### src/rtl/stick_smooth_and_calibrate_defines.svh
// Assertion macros shared by the stick smoothing and calibration RTL.
// No dependencies; included by the modules that carry assertions.
`ifndef STICK_SMOOTH_AND_CALIBRATE_DEFINES_SVH
`define STICK_SMOOTH_AND_CALIBRATE_DEFINES_SVH

// Same-cycle implication, disabled while reset is asserted
`define SSC_ASSERT_NOW(label, clk, rst_n, ante, cons, msg) \
    label: assert property (@(posedge clk) disable iff (!rst_n) (ante) |-> (cons)) \
        else $error(msg);

// Next-cycle implication, disabled while reset is asserted
`define SSC_ASSERT_NEXT(label, clk, rst_n, ante, cons, msg) \
    label: assert property (@(posedge clk) disable iff (!rst_n) (ante) |=> (cons)) \
        else $error(msg);

`endif

### src/rtl/ssc_pkg.sv
// Package for the stick smoothing and calibration block: constants, register
// indexes and the sequencer state type. No dependencies.
`timescale 1ns / 1ps

package ssc_pkg;

    // Defaults for the top-level parameters
    localparam int RAW_BITS_DEF     = 12;
    localparam int NUM_CHANNELS_DEF = 4;

    // Field widths
    localparam int CH_FIELD_W = 2;
    localparam int CMD_W      = 8;
    localparam int CFG_IDX_W  = 3;
    localparam int CFG_DATA_W = 64;
    localparam int ALPHA_W    = 17;
    localparam int NUM_CAL    = 4;

    // Calibration word packing
    localparam int CAL_PT_W    = 12;
    localparam int CAL_SCALE_W = 20;
    localparam int CAL_MIN_LO  = 0;
    localparam int CAL_MID_LO  = 12;
    localparam int CAL_LS_LO   = 24;
    localparam int CAL_RS_LO   = 44;

    // Fixed-point constants
    localparam int ALPHA_ONE     = 65536;
    localparam int EMA_FRAC      = 16;
    localparam int SCALE_FRAC    = 13;
    localparam int HALF_SPAN_Q13 = 1044480;          // 127.5 in Q.13
    localparam int FULL_Q13      = 255 << SCALE_FRAC;
    localparam int EMA_SEED      = 1000;
    localparam int SEED_INT_W    = 10;               // bits to hold the seed

    // Configuration register indexes
    localparam logic [CFG_IDX_W-1:0] REG_ALPHA        = 3'd0;
    localparam logic [CFG_IDX_W-1:0] REG_CAL_THROTTLE = 3'd1;
    localparam logic [CFG_IDX_W-1:0] REG_CAL_YAW      = 3'd2;
    localparam logic [CFG_IDX_W-1:0] REG_CAL_PITCH    = 3'd3;
    localparam logic [CFG_IDX_W-1:0] REG_CAL_ROLL     = 3'd4;

    // Sequencer states
    typedef enum logic [2:0] {
        S_IDLE,
        S_EMA,
        S_WB,
        S_CAL,
        S_OUT
    } ssc_state_t;

endpackage

### src/rtl/ssc_if.sv
// Valid/ready channel interfaces for the stick smoothing and calibration block.
// Depends on ssc_pkg for field widths.
`timescale 1ns / 1ps

// Raw sample channel
interface ssc_in_if #(
    parameter int RAW_BITS = ssc_pkg::RAW_BITS_DEF
);
    logic                              valid;
    logic                              ready;
    logic [ssc_pkg::CH_FIELD_W-1:0]    stick_channel;
    logic [RAW_BITS-1:0]               raw_value;

    modport source (output valid, output stick_channel, output raw_value, input ready);
    modport sink   (input valid, input stick_channel, input raw_value, output ready);
endinterface

// Command result channel
interface ssc_out_if;
    logic                              valid;
    logic                              ready;
    logic [ssc_pkg::CH_FIELD_W-1:0]    out_channel;
    logic [ssc_pkg::CMD_W-1:0]         command;

    modport source (output valid, output out_channel, output command, input ready);
    modport sink   (input valid, input out_channel, input command, output ready);
endinterface

// Configuration write channel
interface ssc_cfg_if;
    logic                              valid;
    logic                              ready;
    logic [ssc_pkg::CFG_IDX_W-1:0]     index;
    logic [ssc_pkg::CFG_DATA_W-1:0]    data;

    modport source (output valid, output index, output data, input ready);
    modport sink   (input valid, input index, input data, output ready);
endinterface

### src/rtl/ssc_calmap.sv
// Piecewise-linear calibration map: one registered multiply, then offset,
// saturation and truncation to an 8-bit command. Depends on ssc_pkg.
`timescale 1ns / 1ps

module ssc_calmap #(
    parameter int RAW_BITS = ssc_pkg::RAW_BITS_DEF
) (
    input  logic                                 clk,
    input  logic                                 load,
    input  logic [((RAW_BITS > ssc_pkg::SEED_INT_W) ? RAW_BITS
                   : ssc_pkg::SEED_INT_W)-1:0]   v,
    input  logic [ssc_pkg::CFG_DATA_W-1:0]       cal,
    output logic [ssc_pkg::CMD_W-1:0]            cmd
);
    import ssc_pkg::*;

    localparam int INT_W  = (RAW_BITS > SEED_INT_W) ? RAW_BITS : SEED_INT_W;
    localparam int DIFF_W = ((INT_W > CAL_PT_W) ? INT_W : CAL_PT_W) + 1;
    localparam int PROD_W = DIFF_W + CAL_SCALE_W + 1;
    localparam int X_W    = PROD_W + 1;

    logic [CAL_PT_W-1:0]       mn;
    logic [CAL_PT_W-1:0]       md;
    logic [CAL_SCALE_W-1:0]    ls;
    logic [CAL_SCALE_W-1:0]    rs;
    logic                      lower;
    logic signed [DIFF_W-1:0]  v_s;
    logic signed [DIFF_W-1:0]  diff;
    logic [CAL_SCALE_W-1:0]    scl;
    logic signed [PROD_W-1:0]  prod;
    logic signed [PROD_W-1:0]  prod_reg;
    logic                      upper_reg;
    logic signed [X_W-1:0]     x;

    // Unpack the calibration word
    assign mn = cal[CAL_MIN_LO +: CAL_PT_W];
    assign md = cal[CAL_MID_LO +: CAL_PT_W];
    assign ls = cal[CAL_LS_LO  +: CAL_SCALE_W];
    assign rs = cal[CAL_RS_LO  +: CAL_SCALE_W];

    // Pick the segment and form the scaled offset
    always_comb
    begin
        v_s   = $signed({{(DIFF_W-INT_W){1'b0}}, v});
        lower = (v_s <= $signed({{(DIFF_W-CAL_PT_W){1'b0}}, md}));
        if (lower)
        begin
            diff = v_s - $signed({{(DIFF_W-CAL_PT_W){1'b0}}, mn});
            scl  = ls;
        end
        else
        begin
            diff = v_s - $signed({{(DIFF_W-CAL_PT_W){1'b0}}, md});
            scl  = rs;
        end
        prod = diff * $signed({1'b0, scl});
    end

    always_ff @(posedge clk)
    begin
        if (load)
        begin
            prod_reg  <= prod;
            upper_reg <= !lower;
        end
    end

    // Offset the upper half, then saturate and truncate
    always_comb
    begin
        x = X_W'(prod_reg) + (upper_reg ? $signed(X_W'(HALF_SPAN_Q13)) : $signed(X_W'(0)));
        priority if (x < $signed(X_W'(0)))
            cmd = '0;
        else if (x >= $signed(X_W'(FULL_Q13)))
            cmd = '1;
        else
            cmd = x[SCALE_FRAC +: CMD_W];
    end

endmodule

### src/rtl/stick_smooth_and_calibrate.sv
// Stick smoothing and calibration top level: per-channel moving average in a
// small synchronous memory, then the calibration map. Depends on ssc_pkg,
// ssc_if.sv, ssc_calmap and stick_smooth_and_calibrate_defines.svh.
//
// Usage:
//   sample  - raw stick items (stick_channel, raw_value), valid/ready.
//   result  - one item per sample (out_channel, command), valid/ready.
//   cfg     - register writes (index, data); always ready. Index 0 is the
//             smoothing weight, 1..4 the calibration words of channels 0..3,
//             higher indexes are ignored. Write only while the block is idle.
// Timing: a sample is accepted and its average is read from the state memory
// on that same edge, the two weight products are registered, the sum is written
// back, the calibration product is registered and the command is loaded into
// the output register, which drives result.valid. A new sample is
// taken in the cycle the previous result is loaded, so the block works on one
// item at a time, its pace set by the read / multiply / write-back sequence on
// the single-port state memory.
// Reset: every channel average reads as 1000.0 until first written (per-entry
// valid bits); weight is 0.5, calibration words are zero. No clearing pass.
// Stall: a held result keeps the item in its last step; sample.ready stays low
// until the output register frees up.
`timescale 1ns / 1ps
`include "stick_smooth_and_calibrate_defines.svh"

module stick_smooth_and_calibrate #(
    parameter int RAW_BITS     = ssc_pkg::RAW_BITS_DEF,
    parameter int NUM_CHANNELS = ssc_pkg::NUM_CHANNELS_DEF
) (
    input  logic clk,
    input  logic rst_n,
    ssc_in_if.sink     sample,
    ssc_out_if.source  result,
    ssc_cfg_if.sink    cfg
);
    import ssc_pkg::*;

    localparam int INT_W = (RAW_BITS > SEED_INT_W) ? RAW_BITS : SEED_INT_W;
    localparam int EMA_W = INT_W + EMA_FRAC;
    localparam int CH_W  = (NUM_CHANNELS > 1) ? $clog2(NUM_CHANNELS) : 1;
    localparam int KP_W  = EMA_W + ALPHA_W;
    localparam int NP_W  = RAW_BITS + ALPHA_W;

    // Configuration registers
    logic [ALPHA_W-1:0]     alpha_reg;
    logic [CFG_DATA_W-1:0]  cal_reg [NUM_CAL];

    // Sequencer and item registers
    ssc_state_t             state_reg, state_next;
    logic [CH_FIELD_W-1:0]  ch_reg;
    logic [CH_W-1:0]        idx_reg;
    logic                   pres_reg;
    logic [RAW_BITS-1:0]    raw_reg;
    logic [ALPHA_W-1:0]     a_reg;
    logic                   seen_reg;
    logic [EMA_W-1:0]       rd_q_reg;
    logic [KP_W-1:0]        keep_prod_reg;
    logic [NP_W-1:0]        new_prod_reg;
    logic [INT_W-1:0]       v_reg;

    // State memory and its valid bits
    logic [EMA_W-1:0]        ema_mem [NUM_CHANNELS];
    logic [NUM_CHANNELS-1:0] seen_vec_reg;

    // Output register
    logic                   out_valid_reg;
    logic [CH_FIELD_W-1:0]  out_ch_reg;
    logic [CMD_W-1:0]       out_cmd_reg;

    logic                   in_acc;
    logic                   out_free;
    logic                   out_load;
    logic                   mem_we;
    logic [3:0]             ch4;
    logic                   in_pres;
    logic [CH_W-1:0]        rd_idx;
    logic [ALPHA_W-1:0]     a_sat;
    logic [EMA_W-1:0]       ema_cur;
    logic [EMA_W:0]         ema_sum;
    logic [EMA_W-1:0]       ema_new;
    logic [CMD_W-1:0]       map_cmd;
    logic [CMD_W-1:0]       cmd_final;

    // Configuration writes
    assign cfg.ready = 1'b1;

    always_ff @(posedge clk or negedge rst_n)
    begin
        if (!rst_n)
        begin
            alpha_reg <= ALPHA_W'(ALPHA_ONE / 2);
            for (int i = 0; i < NUM_CAL; i++)
                cal_reg[i] <= '0;
        end
        else if (cfg.valid)
        begin
            unique case (cfg.index)
                REG_ALPHA:        alpha_reg  <= cfg.data[ALPHA_W-1:0];
                REG_CAL_THROTTLE: cal_reg[0] <= cfg.data;
                REG_CAL_YAW:      cal_reg[1] <= cfg.data;
                REG_CAL_PITCH:    cal_reg[2] <= cfg.data;
                REG_CAL_ROLL:     cal_reg[3] <= cfg.data;
                default:          ;
            endcase
        end
    end

    // Handshakes
    assign out_free     = !out_valid_reg || result.ready;
    assign out_load     = (state_reg == S_OUT) && out_free;
    assign sample.ready = (state_reg == S_IDLE) || out_load;
    assign in_acc       = sample.valid && sample.ready;
    assign mem_we       = (state_reg == S_WB) && pres_reg;

    // Channel decode and weight clamp
    assign ch4     = {2'b00, sample.stick_channel};
    assign in_pres = (ch4 < 4'(NUM_CHANNELS));
    assign rd_idx  = in_pres ? ch4[CH_W-1:0] : '0;
    assign a_sat   = (alpha_reg > ALPHA_W'(ALPHA_ONE)) ? ALPHA_W'(ALPHA_ONE) : alpha_reg;

    // Sequencer
    always_ff @(posedge clk or negedge rst_n)
    begin
        if (!rst_n)
            state_reg <= S_IDLE;
        else
            state_reg <= state_next;
    end

    always_comb
    begin
        state_next = state_reg;
        unique case (state_reg)
            S_IDLE:  if (in_acc) state_next = S_EMA;
            S_EMA:   state_next = S_WB;
            S_WB:    state_next = S_CAL;
            S_CAL:   state_next = S_OUT;
            S_OUT:
            begin
                if (in_acc)
                    state_next = S_EMA;
                else if (out_free)
                    state_next = S_IDLE;
            end
            default: state_next = S_IDLE;
        endcase
    end

    // Item capture and memory read
    always_ff @(posedge clk)
    begin
        if (in_acc)
        begin
            ch_reg   <= sample.stick_channel;
            idx_reg  <= rd_idx;
            pres_reg <= in_pres;
            raw_reg  <= sample.raw_value;
            a_reg    <= a_sat;
            seen_reg <= seen_vec_reg[rd_idx];
            rd_q_reg <= ema_mem[rd_idx];
        end
    end

    // Memory write-back
    always_ff @(posedge clk)
    begin
        if (mem_we)
            ema_mem[idx_reg] <= ema_new;
    end

    always_ff @(posedge clk or negedge rst_n)
    begin
        if (!rst_n)
            seen_vec_reg <= '0;
        else if (mem_we)
            seen_vec_reg[idx_reg] <= 1'b1;
    end

    // Weight products: keep part and new-sample part
    assign ema_cur = seen_reg ? rd_q_reg : EMA_W'(EMA_SEED << EMA_FRAC);

    always_ff @(posedge clk)
    begin
        if (state_reg == S_EMA)
        begin
            keep_prod_reg <= KP_W'(ema_cur) * KP_W'(ALPHA_W'(ALPHA_ONE) - a_reg);
            new_prod_reg  <= NP_W'(raw_reg) * NP_W'(a_reg);
        end
    end

    // New average: raw*a + floor(ema*(1-a))
    assign ema_sum = (EMA_W+1)'(new_prod_reg) + keep_prod_reg[KP_W-1:EMA_FRAC];
    assign ema_new = ema_sum[EMA_W-1:0];

    always_ff @(posedge clk)
    begin
        if (state_reg == S_WB)
            v_reg <= ema_new[EMA_W-1:EMA_FRAC];
    end

    // Calibration map
    ssc_calmap #(
        .RAW_BITS (RAW_BITS)
    ) u_calmap (
        .clk  (clk),
        .load (state_reg == S_CAL),
        .v    (v_reg),
        .cal  (cal_reg[ch_reg]),
        .cmd  (map_cmd)
    );

    // Pitch and roll are inverted; absent channels give zero
    assign cmd_final = !pres_reg ? '0 : (ch_reg[1] ? ~map_cmd : map_cmd);

    // Output register
    always_ff @(posedge clk or negedge rst_n)
    begin
        if (!rst_n)
            out_valid_reg <= 1'b0;
        else
            out_valid_reg <= out_load || (out_valid_reg && !result.ready);
    end

    always_ff @(posedge clk)
    begin
        if (out_load)
        begin
            out_ch_reg  <= ch_reg;
            out_cmd_reg <= cmd_final;
        end
    end

    assign result.valid       = out_valid_reg;
    assign result.out_channel = out_ch_reg;
    assign result.command     = out_cmd_reg;

    // Checks
    `SSC_ASSERT_NOW(a_we_only_wb, clk, rst_n, mem_we, (state_reg == S_WB) && pres_reg, "state write outside write-back")
    `SSC_ASSERT_NOW(a_no_overwrite, clk, rst_n, out_load, !out_valid_reg || result.ready, "held result overwritten")
    `SSC_ASSERT_NEXT(a_seen_set, clk, rst_n, mem_we, seen_vec_reg[idx_reg], "entry not marked valid after write")
    `SSC_ASSERT_NOW(a_ready_state, clk, rst_n, sample.ready, (state_reg == S_IDLE) || (state_reg == S_OUT), "sample taken mid-item")

endmodule

### src/flat_wrapper.sv
// flat-port wrapper written by rule: the top's interface ports become plain ports
module stick_smooth_and_calibrate_flat import ssc_pkg::*;
#(
    parameter int RAW_BITS     = ssc_pkg::RAW_BITS_DEF,
    parameter int NUM_CHANNELS = ssc_pkg::NUM_CHANNELS_DEF
)
  (clk, rst_n, sample_valid, sample_stick_channel, sample_raw_value, sample_ready, result_valid, result_out_channel, result_command, result_ready, cfg_valid, cfg_index, cfg_data, cfg_ready);
  ssc_in_if #(.RAW_BITS(RAW_BITS)) sample_i ();
  ssc_out_if result_i ();
  ssc_cfg_if cfg_i ();
  input  logic clk;
  input  logic rst_n;
  input wire logic [$bits(sample_i.valid)-1:0] sample_valid;
  input wire logic [$bits(sample_i.stick_channel)-1:0] sample_stick_channel;
  input wire logic [$bits(sample_i.raw_value)-1:0] sample_raw_value;
  output wire logic [$bits(sample_i.ready)-1:0] sample_ready;
  output wire logic [$bits(result_i.valid)-1:0] result_valid;
  output wire logic [$bits(result_i.out_channel)-1:0] result_out_channel;
  output wire logic [$bits(result_i.command)-1:0] result_command;
  input wire logic [$bits(result_i.ready)-1:0] result_ready;
  input wire logic [$bits(cfg_i.valid)-1:0] cfg_valid;
  input wire logic [$bits(cfg_i.index)-1:0] cfg_index;
  input wire logic [$bits(cfg_i.data)-1:0] cfg_data;
  output wire logic [$bits(cfg_i.ready)-1:0] cfg_ready;
  assign sample_i.valid = sample_valid;
  assign sample_i.stick_channel = sample_stick_channel;
  assign sample_i.raw_value = sample_raw_value;
  assign sample_ready = sample_i.ready;
  assign result_valid = result_i.valid;
  assign result_out_channel = result_i.out_channel;
  assign result_command = result_i.command;
  assign result_i.ready = result_ready;
  assign cfg_i.valid = cfg_valid;
  assign cfg_i.index = cfg_index;
  assign cfg_i.data = cfg_data;
  assign cfg_ready = cfg_i.ready;
  stick_smooth_and_calibrate #(.RAW_BITS(RAW_BITS), .NUM_CHANNELS(NUM_CHANNELS)) u_core (.clk(clk), .rst_n(rst_n), .sample(sample_i), .result(result_i), .cfg(cfg_i));
endmodule
### config.mk
export PLATFORM = sky130hd
export DESIGN_NAME = stick_smooth_and_calibrate_flat
export DESIGN_NICKNAME = d
export VERILOG_FILES = /design/src/rtl/ssc_pkg.sv /design/src/rtl/ssc_if.sv /design/src/rtl/ssc_calmap.sv /design/src/rtl/stick_smooth_and_calibrate.sv /design/src/flat_wrapper.sv
export VERILOG_INCLUDE_DIRS = /design/src /design/src/rtl
export SDC_FILE = /design/constraint.sdc
export NUM_CORES = 2
export LEC_CHECK = 0
export BUFFER_PORTS_ARGS = -buffer_cell sky130_fd_sc_hd__buf_2
export CORE_MARGIN = 2
export CORE_UTILIZATION = 51
export CTS_CLUSTER_SIZE = 16
export DETAILED_ROUTE_END_ITERATION = 8
export PLACE_DENSITY_LB_ADDON = 0.15
export SETUP_SLACK_MARGIN = 0.15
export SYNTH_ARGS = -nofsm -noshare
export SYNTH_HDL_FRONTEND = slang
export SYNTH_SLANG_ARGS = --single-unit
export TNS_END_PERCENT = 30
### constraint.sdc
create_clock -name clk -period 23.7 [get_ports clk]
set_clock_uncertainty 0.1 [all_clocks]
set_input_delay 3.555 -clock clk [delete_from_list [all_inputs] [get_ports clk]]
set_output_delay 3.555 -clock clk [all_outputs]
set_load 0.02 [all_outputs]
# After elaboration in Yosys (flattened, before gate mapping)
# Memory sizes are Yosys's and may differ from the RTL's. A register that Yosys moved wholly into a read port is not among the register bits.
# Index checks and enable logic that the tools add are counted.
# word_totals
regBits,445
mem_bits_rw,112
elab_cells,92
memories,1
# op_classes
addsub,5
n_mul,3
magnitude_cmp,9
n_eq_ne,10
muxes,21
bitwise,3
reduce_logical,19
# mem_list
name,words,width,read_ports,rd_clocked_by_memory_dff,wr,line,rtl
u_core.ema_mem,4,28,1,1,1,stick_smooth_and_calibrate.sv:61,logic [EMA_W-1:0] ema_mem [NUM_CHANNELS];
# ops
cell,n
binary-select mux 64 bit (select 2 bit),1
two-way mux 64 bit,2
multiplier 28 x 45 -> 44 bit,1
two-way mux 20 bit,2
adder 34 x 21 -> 35 bit,1
">= comparator 35 x 22 -> 1 bit, second input constant",1
"< comparator 35 x 1 -> 1 bit, second input constant",1
multiplier 13 x 21 -> 34 bit,1
adder 28 bit,1
multiplier 12 x 17 -> 28 bit,1
two-way mux 28 bit,1
subtractor 12 x 12 -> 13 bit,2
two-way mux 8 bit,3
"subtractor 17 x 17 -> 18 bit, first input constant",1
"> comparator 17 bit, second input constant",1
one-hot mux 3 bit (5 select lines),1
two-way mux 13 bit,1
"equality test 3 x 2 -> 1 bit, second input constant",4
less-or-equal comparator 12 bit,1
AND reduction 2 bit,6
"< comparator 2 x 3 -> 1 bit, second input constant",3
two-way mux 3 bit,3
NOT 8 bit,1
"equality test 3 x 1 -> 1 bit, second input constant",2
15 further kinds,28

# Logic depth before layout (Yosys ltp)
# logic_depth
depth_word,7
mapped_depth,41
ltp_nobuf,35

# Hierarchy
# A second synthesis with hierarchy kept.
# unflattened
hier_cells,5152
hier_area_um2,55195.4
# by_module_without_submodules
mod,instances,cells_each,area_per_inst_um2
stick_smooth_and_calibrate,1,3828,43656.9
ssc_calmap,1,1324,11538.6

# Worst setup path after synthesis
# OpenSTA, ideal clock, no wires.
# synth_path
path_type,reg2reg
start,register u_core.idx_reg[1] (netlist name)
end,register u_core.u_calmap.prod_reg[33] (data pin)
setup_time_ns,0.269
arrival_time_ns,9.378
slack_ns,13.954
path_stages_with_launch,37
period_less_slack_ns,9.746
cell_sequence,edfxtp_1 -> clkbuf_1 -> buf_1 -> clkbuf_1 -> buf_1 -> mux4_2 -> inv_1 -> ha_1 -> nor2b_1 -> o2111a_1 -> or3_1 -> nand4_1 -> a31oi_2 -> o21bai_4 -> buf_6 -> buf_6 -> mux2i_1 -> nor2_1 -> fa_1 -> inv_1 -> fa_1 -> inv_1 -> fa_1 -> fa_1 -> fa_1 -> fa_1 -> ha_1 -> clkbuf_1 -> and3_1 -> a221oi_1 -> a21oi_1 -> o21bai_1 -> o211a_1 -> nor3_1 -> o41a_1 -> o32ai_1 -> a311oi_1
# synth_lines
element,line,rtl
end signal: assignment,ssc_calmap.sv:63,prod_reg <= prod;
end: declaration,ssc_calmap.sv:31,logic signed [PROD_W-1:0] prod_reg;

==> qor.csv <==
metric,value,unit
fin. max-slew vios,0,
cells resized by post-CTS repair,0,
Core ar.,0.112,mm²
DP Worst Slack,12790,ps
area grow syn2layout,6.96,%
RePlAce Congestion,0.917,
setup TNS,0,ps
status,completed,
1st-iter DRT viols,2453,
max FFs per register,256,
standard-cell rows,123,
Port-buffer cells,97,
Max-Cap Viols,0,
placed insts,6783,
antenna-violating nets left,0,
number of synthesized flops with an enable pin,273,
Final min period,10950,ps
Max Clk Rate,0.0913,GHz
WL final,144000,µm
Crit Path Category,flop to flop,
Initial Utilization,51.4,%
Fill cells,9785,
antenna violations before repair,9,
CP Launch Type,flop,
"slowest stage cell, crit path",buf_4,
share of the synthesized area in the top cell type,31.0,%
"Arr. time, crit path",11180,ps
Async SR Flop Fraction,50.7,%
Nets,6672,
syn nets,6667,
period utilization,46.2,%
most frequent cell after synthesis,inv_1,
Vias,37880,
Die H,341,µm
Num CTS Buffers,54,
cell taking the most area after synthesis,fa_1,
endpoints failing setup,0,
Main synth FF type,dfrtp_1,
vias in the first global route,40307,
most area-consuming cells after synthesis,"fa_1 (31%), edfxtp_1 (14%), dfrtp_1 (12%)",
CP max FO,48,
post-synthesis register bit count,554,
Yosys warning count,0,
most used cell along the critical path,fa_1,
Wirelength per Cell,20.9,µm
total grt overflow,0,
R2R Setup Slk,12750,ps
post-route setup slack,12750,ps
detailed-placement wirelength estimate,112000,µm
die area,0.116,mm²
Multi-input gate area,0.0381,mm²
largest net degree at the start of global routing,78,
"CP delay by family, top",adder cells,
worst stage delay on the critical path,720,ps
RSZ-0062 raised after global routing,no,
Non-Filler Instances,6885,
Worst EP required,23930,ps
root buf cell,clkbuf_16,
Die Span X,341,µm
Hold WS,369,ps
synthesized area per cell,10.8,µm²
Slew HR,17.8,%
Storage cell area,0.0152,mm²
DRC,0,
hold crit path type,flop to flop,
setup bufs post-CTS,0,
worst path bufs/invs,7,
most frequent cells after synthesis,"inv_1 (968), fa_1 (894), nand2_1 (776)",
TritonRoute pass-1 iters,5,
Netlist cell types,97,
CTS tree,done,
I/O pin cnt,99,
share of cells above drive strength 1,13.3,%
Worst Max-Slew Pin Slew,1230,ps
clk_lat worst skew,640,ps
total track usage,25.6,%
sequential fraction of the synthesis area,26.3,%
Post-Syn Area,0.0578,mm²
clk buf depth,3,
CTS Hold Bufs,0,
Final Hold Violating Endpoints,0,
Mapped Cells,5334,
DR vias/cell,5.50,
crit end category,flop,
Sink Count,554,
Clock H-tree levels,2,
clock transition at the registers of the reported paths,70,ps
first-pass GRT wire length,231000,µm
## stage by stage
stage / instance area [µm²] / util (%)
global route: 61800 / 55.0
floorplan: 57800 / -
CTS: 61800 / 55.0
detailed placement: 60000 / 53.4
global placement: 60000 / 53.4
finish: 61800 / 55.0
## cell usage in the layout, fill, tap and decap left out, types with 13 or more instances in the layout
cell type,instances
buf_2,96
nand3_1,27
or2_2,16
a21o_1,36
a21oi_1,91
edfxtp_1,273
and2_1,128
nand2b_1,24
o211a_1,13
clkbuf_16,56
and3_1,34
nor2_1,274
or3_1,17
xor2_1,43
nor2b_1,41
mux4_2,93
nor3_1,33
buf_4,89
nor4_1,19
inv_1,968
dfrtp_1,280
nand4_1,19
clkbuf_1,15
ha_1,353
xnor2_1,102
nand2_1,776
mux2_2,274
o21a_1,24
fa_1,894
o21bai_1,13
o21ai_0,38
## routing by layer
layer / track usage [%] / part of all wire, %
met2: 41.2 / 47
met4: 6.50 / 2.7
met1: 36.9 / 44
met5: 0 / 0.039
met3: 3.60 / 6.6
## worst reg2reg max path: cells and delay by family, from the launching register on
| family | cells | cell delay [ps] |
|---|---|---|
| simple gates | 6 | 1300 |
| fa+ha+maj | 8 | 3530 |
| compound gates | 10 | 2500 |
| mux | 1 | 610 |
| buf+inv | 7 | 2310 |
| flops | 1 | 330 |
## cell type report
type	instances	share of cell area, %
Sequential cell	554	24.6
Timing Repair Buffer	186	1.88
Clock buffer	75	2.45
Antenna cell	4	0.0162
Multi-Input combinational cell	3574	61.7
Clock inverter	23	0.433
Tap cell	1500	3.04
Inverter	969	5.88
## cells by family after synthesis
| kind of cell | count (synthesis) | synth area share [%] |
|---|---|---|
| simple gates | 1445 | 11.2 |
| fa+ha+maj | 1247 | 38.6 |
| buf+inv | 1206 | 7.95 |
| flops | 554 | 26.3 |
| mux | 381 | 9.22 |
| compound gates | 343 | 4.33 |
| xor+xnor | 157 | 2.39 |
| other cells | 1 | 0.00649 |
## path summary, 6_finish.rpt
path	start	to	depth (start not counted)
max in group asynchronous	rst_n	u_core.cal_reg[165]	3
setup / recovery	u_core.idx_reg[0]	u_core.u_calmap.prod_reg[33]	32
setup reg to reg	u_core.idx_reg[0]	u_core.u_calmap.prod_reg[33]	32
min in group asynchronous	rst_n	u_core.alpha_reg[13]	1
hold reg to reg	u_core.seen_vec_reg[1]	u_core.seen_vec_reg[1]	1
hold / removal	u_core.seen_vec_reg[1]	u_core.seen_vec_reg[1]	1
Power is not shown: default switching activity piles up to over one toggle a cycle in this logic, so the estimate is an artifact.
